==> config.mk <==
export PLATFORM = sky130hd
export DESIGN_NAME = bhpq_cfg
export DESIGN_NICKNAME = d
export VERILOG_FILES = /design/src/bhpq_pkg.sv /design/src/bhpq_cfg.sv
export SDC_FILE = /design/constraint.sdc
export NUM_CORES = 1
export LEC_CHECK = 0
export BUFFER_PORTS_ARGS = -buffer_cell sky130_fd_sc_hd__clkbuf_2
export CAP_MARGIN = 5
export CORE_MARGIN = 1.5
export CORE_UTILIZATION = 33
export DETAILED_ROUTE_END_ITERATION = 10
export PLACE_DENSITY_LB_ADDON = 0.12
export SYNTH_ARGS = -nofsm -noshare
export SYNTH_HDL_FRONTEND = slang
export SYNTH_SLANG_ARGS = --single-unit
==> constraint.sdc <==
create_clock -name clk_i -period 1.22 [get_ports clk_i]
set_clock_uncertainty 0.15 [all_clocks]
set_input_delay 0.244 -clock clk_i [delete_from_list [all_inputs] [get_ports clk_i]]
set_output_delay 0.244 -clock clk_i [all_outputs]
set_load 0.01 [all_outputs]
==> src/bhpq_pkg.sv <==
// Shared types and codes for the binary heap priority queue.
package bhpq_pkg;

  // Operation codes carried by an input item.
  localparam logic [1:0] OP_PUSH    = 2'd0;
  localparam logic [1:0] OP_POP     = 2'd1;
  localparam logic [1:0] OP_REPLACE = 2'd2;

  // Status codes carried by a result item.
  localparam logic [1:0] ST_OK    = 2'd0;
  localparam logic [1:0] ST_FULL  = 2'd1;
  localparam logic [1:0] ST_EMPTY = 2'd2;

  // Register indexes on the configuration port (word address bit).
  localparam logic REG_MODE     = 1'b0;
  localparam logic REG_CAPACITY = 1'b1;

  localparam logic [10:0] CAPACITY_RESET = 11'd1024;

  typedef struct packed {
    logic [1:0]  operation;
    logic [31:0] value_in;
  } in_item_t;

  typedef struct packed {
    logic [1:0]  status;
    logic [31:0] popped_value;
    logic [31:0] top_value;
    logic        top_valid;
    logic [10:0] entry_total;
  } out_item_t;

  typedef struct packed {
    logic        max_heap_mode;
    logic [10:0] capacity_limit;
  } cfg_t;

endpackage

==> src/bhpq_cfg.sv <==
// APB-style register file for heap mode and capacity limit.
module bhpq_cfg (
  input  logic                clk_i,
  input  logic                rst_ni,
  input  logic                psel,
  input  logic                penable,
  input  logic                pwrite,
  input  logic [2:0]          paddr,
  input  logic [31:0]         pwdata,
  output logic [31:0]         prdata,
  output logic                pready,
  output bhpq_pkg::cfg_t      cfg_o
);

  logic        mode_q;
  logic [10:0] cap_q;
  logic        wr_en;

  assign pready = 1'b1;
  assign wr_en  = psel && penable && pwrite && pready;

  always_ff @(posedge clk_i or negedge rst_ni) begin
    if (!rst_ni) begin
      mode_q <= 1'b0;
      cap_q  <= bhpq_pkg::CAPACITY_RESET;
    end else if (wr_en) begin
      if (paddr[2] == bhpq_pkg::REG_MODE) begin
        mode_q <= pwdata[0];
      end else begin
        cap_q <= pwdata[10:0];
      end
    end
  end

  assign prdata = (paddr[2] == bhpq_pkg::REG_CAPACITY) ? {21'b0, cap_q} : {31'b0, mode_q};

  assign cfg_o.max_heap_mode  = mode_q;
  assign cfg_o.capacity_limit = cap_q;

endmodule

==> reports/metrics.csv <==
stage,metric,value,unit
finish,fin util,50.7,%
critical_path,worst endpoint required time,0.83,ns
finish,Area Overhead vs Synth,45.2,%
clock_network,CTS tree,done,
floorplanning,Initial Utilization,34.9,%
clock_network,clock transition at the registers of the reported paths,0.07,ns
drt,DRC violations left,0,
floorplanning,# IOs,85,
sta,crit path time final,1.44,ns
finish,antenna cells,0,
grt,GRT overflow,0,
grt,initial antenna violation count,0,
clock_network,CTS buffer count,3,
drt,post-route antenna net violation count,0,
grt,gr usage total,10.7,%
floorplanning,row cnt,17,
logic_synthesis,post-synthesis instance total,64,
drt,total routed wirelength,1390,µm
sta,Fin. Hold Viols,0,
critical_path,Worst Setup Path Type,register to output pin,
logic_synthesis,synthesized area per cell,11.9,µm²
floorplanning,core area,0.00219,mm²
power_and_ir_drop,Reg power frac,36.6,%
hold_path,min-delay src,pwdata[4],
hold_path,Hold EP,cap_q[4],
power_and_ir_drop,switching share of power,28.4,%
hold_path,WHS Path Cells,2,
logic_synthesis,distinct cell type count after synthesis,11,
critical_path,Worst Setup Start Kind,register,
critical_path,r2r endpoint,cap_q[7],
floorplanning,die height,51.1,µm
place,Final HPWL DP,1040,µm
job,max cap viols,0,
sta,Final Slew Violations,0,
clock_network,clk sink count,12,
sta,Setup Total Neg Slack,-1.62,ns
floorplanning,Die Area,0.00261,mm²
critical_path,R2R cell count,3,
drt,DR vias,576,
finish,layout cells sized above 1,62.8,%
outcome,failing checks,negative setup slack,
critical_path,"Critical Path, Cell by Cell",mux2_2 > clkbuf_2,
grt,vias in the first global route,474,
logic_synthesis,Synth Register Bits,12,
critical_path,crit end category,output pin,
logic_synthesis,Ys Warns,0,
critical_path,critical path arrival,1.04,ns
place,I/O Buffers,39,
sta,PnR worst setup slack,-0.216,ns
place,DP Worst Slack,-0.0750,ns
sta,setup repair after global routing missed its margin,yes,
sta,final setup vio count,15,
clock_network,Clock Path Buffers,2,
sta,Max Clock Freq,696,MHz
clock_network,worst-skew pair later-pin latency,0.26,ns
power_and_ir_drop,power density cells,1360,mW/mm²
critical_path,"slowest stage delay, CP",0.39,ns
power_and_ir_drop,Comb pwr share,43.3,%
drt,drt pass-1 iters,2,
place,Final GP Congestion,0.611,
floorplanning,die width,51.1,µm
drt,WL per Instance,9.31,µm
clock_network,CTS Root Cell,clkbuf_4,
outcome,outcome,"complete, but fails checks",
drt,vias per cell,3.87,
finish,layout net count,162,
grt,pin count of the biggest net entering global routing,13,
logic_synthesis,sequential fraction of the synthesis area,39.4,%
critical_path,worst r2r src,cap_q[7],
power_and_ir_drop,internal cell power,1.08,mW
hold_path,worst hold path class,input pin to register,
power_and_ir_drop,Lkg Pwr,0.651,nW
clock_network,htree depth,1,
drt,1st-iter DRT viols,2,
power_and_ir_drop,clock share of power,20.1,%
critical_path,"critical path fanouts, max",2,
critical_path,Worst R2R Setup Slack,0.07,ns
logic_synthesis,Post-Syn Area,764,µm²
grt,first-pass GRT wire length,2080,µm
sta,Final period util,118,%
power_and_ir_drop,peak supply drop,0.569,mV
power_and_ir_drop,switching power total,428,µW
critical_path,CP max-delay cell,dfrtp_1,
power groups by stage:
stage	registers [mW]	logic [mW]	clock network (mW)
floorplan	0.592	0.295	0
global placement	0.556	0.467	0
detailed placement	0.559	0.465	0
CTS	0.547	0.567	0.323
global route	0.567	0.710	0.339
finish	0.552	0.654	0.304
worst max-delay path: cells and delay by family (launching register included):
family | cells | cell delay (ns)
flops | 1 | 0.39
mux | 1 | 0.26
buf+inv | 1 | 0.12
stage by stage:
step                hold slack, ns  total power, mW  cells  instance area, µm²
global placement           0.00493             1.02    131                 932
CTS                         0.0394             1.44    145                1050
finish                      0.0570             1.51    149                1110
floorplan                   -0.202            0.887     84                 840
global route                0.0366             1.62    149                1110
detailed placement        0.000390             1.02    131                 932
cell usage after synthesis:
master    count  area (µm²)
and2_1       10        62.6
buf_4        23         173
buf_6         1        11.3
clkbuf_1      1        3.75
conb_1        2        7.51
dfrtp_1      11         275
dfstp_2       1        26.3
mux2_2        3        33.8
mux2_4       10         150
nand4_2       1        12.5
nand4b_1      1        8.76
worst max-delay path by stage:
| stage | start | end | slack [ns] |
|---|---|---|---|
| 6_report | cap_q[0] | prdata[0] | -0.22 |
| 5_1_grt | mode_q | prdata[0] | -0.25 |
| 4_1_cts | cap_q[10] | prdata[10] | -0.22 |
| 3_5_place_dp | paddr[2] | cap_q[6] | -0.07 |
| 3_3_place_gp | paddr[2] | cap_q[6] | -0.06 |
| 2_1_floorplan | cap_q[10] | prdata[10] | 0.12 |
placed cells by master, fill, tap and decap left out:
cell / n
and2_1: 10
buf_12: 1
buf_2: 6
buf_4: 13
buf_6: 7
clkbuf_2: 30
clkbuf_4: 3
clkbuf_8: 1
conb_1: 22
dfrtp_1: 11
dfstp_2: 1
dlygate4sd3_1: 1
mux2_2: 3
mux2_4: 10
nand4_2: 1
nand4b_1: 1
flip-flops by register name, summed over array words and instances, names as in the netlist:
name and cells:
cap_q 11, mode_q 1
cell families after synthesis:
kind of cell	synth area share, %
multiplexers	24.1
buffers and inverters	24.5
flip-flops	39.4
AND/OR/NAND/NOR	11.0
other	0.982
routing by layer:
metal  vias up  part of all wire (%)  global-route usage [%]
li1        276                     -                       -
met5         -                     0                       0
met4         0                  0.87                    6.76
met3         2                   9.5                    2.34
met1       265                    42                    13.8
met2        33                    48                    16.0
repair_timing:
action | in CTS | in global routing
hold endpoints to repair | 12 | 0
resized for setup | 0 | 16
hold buffers | 1 | 0
pin swaps | 6 | 4
setup buffers | 9 | 4
endpoints found under the setup margin | 12 | 19
area by class of cell:
| class | count | area (µm²) |
|---|---|---|
| clock buffers | 4 | 36.3 |
| fillers | 205 | 1080 |
| multi-input cells | 47 | 350 |
| flip-flops and latches | 12 | 302 |
| well taps | 28 | 35.0 |
| repair buffers | 58 | 387 |
(Power assumes the default switching activity.)
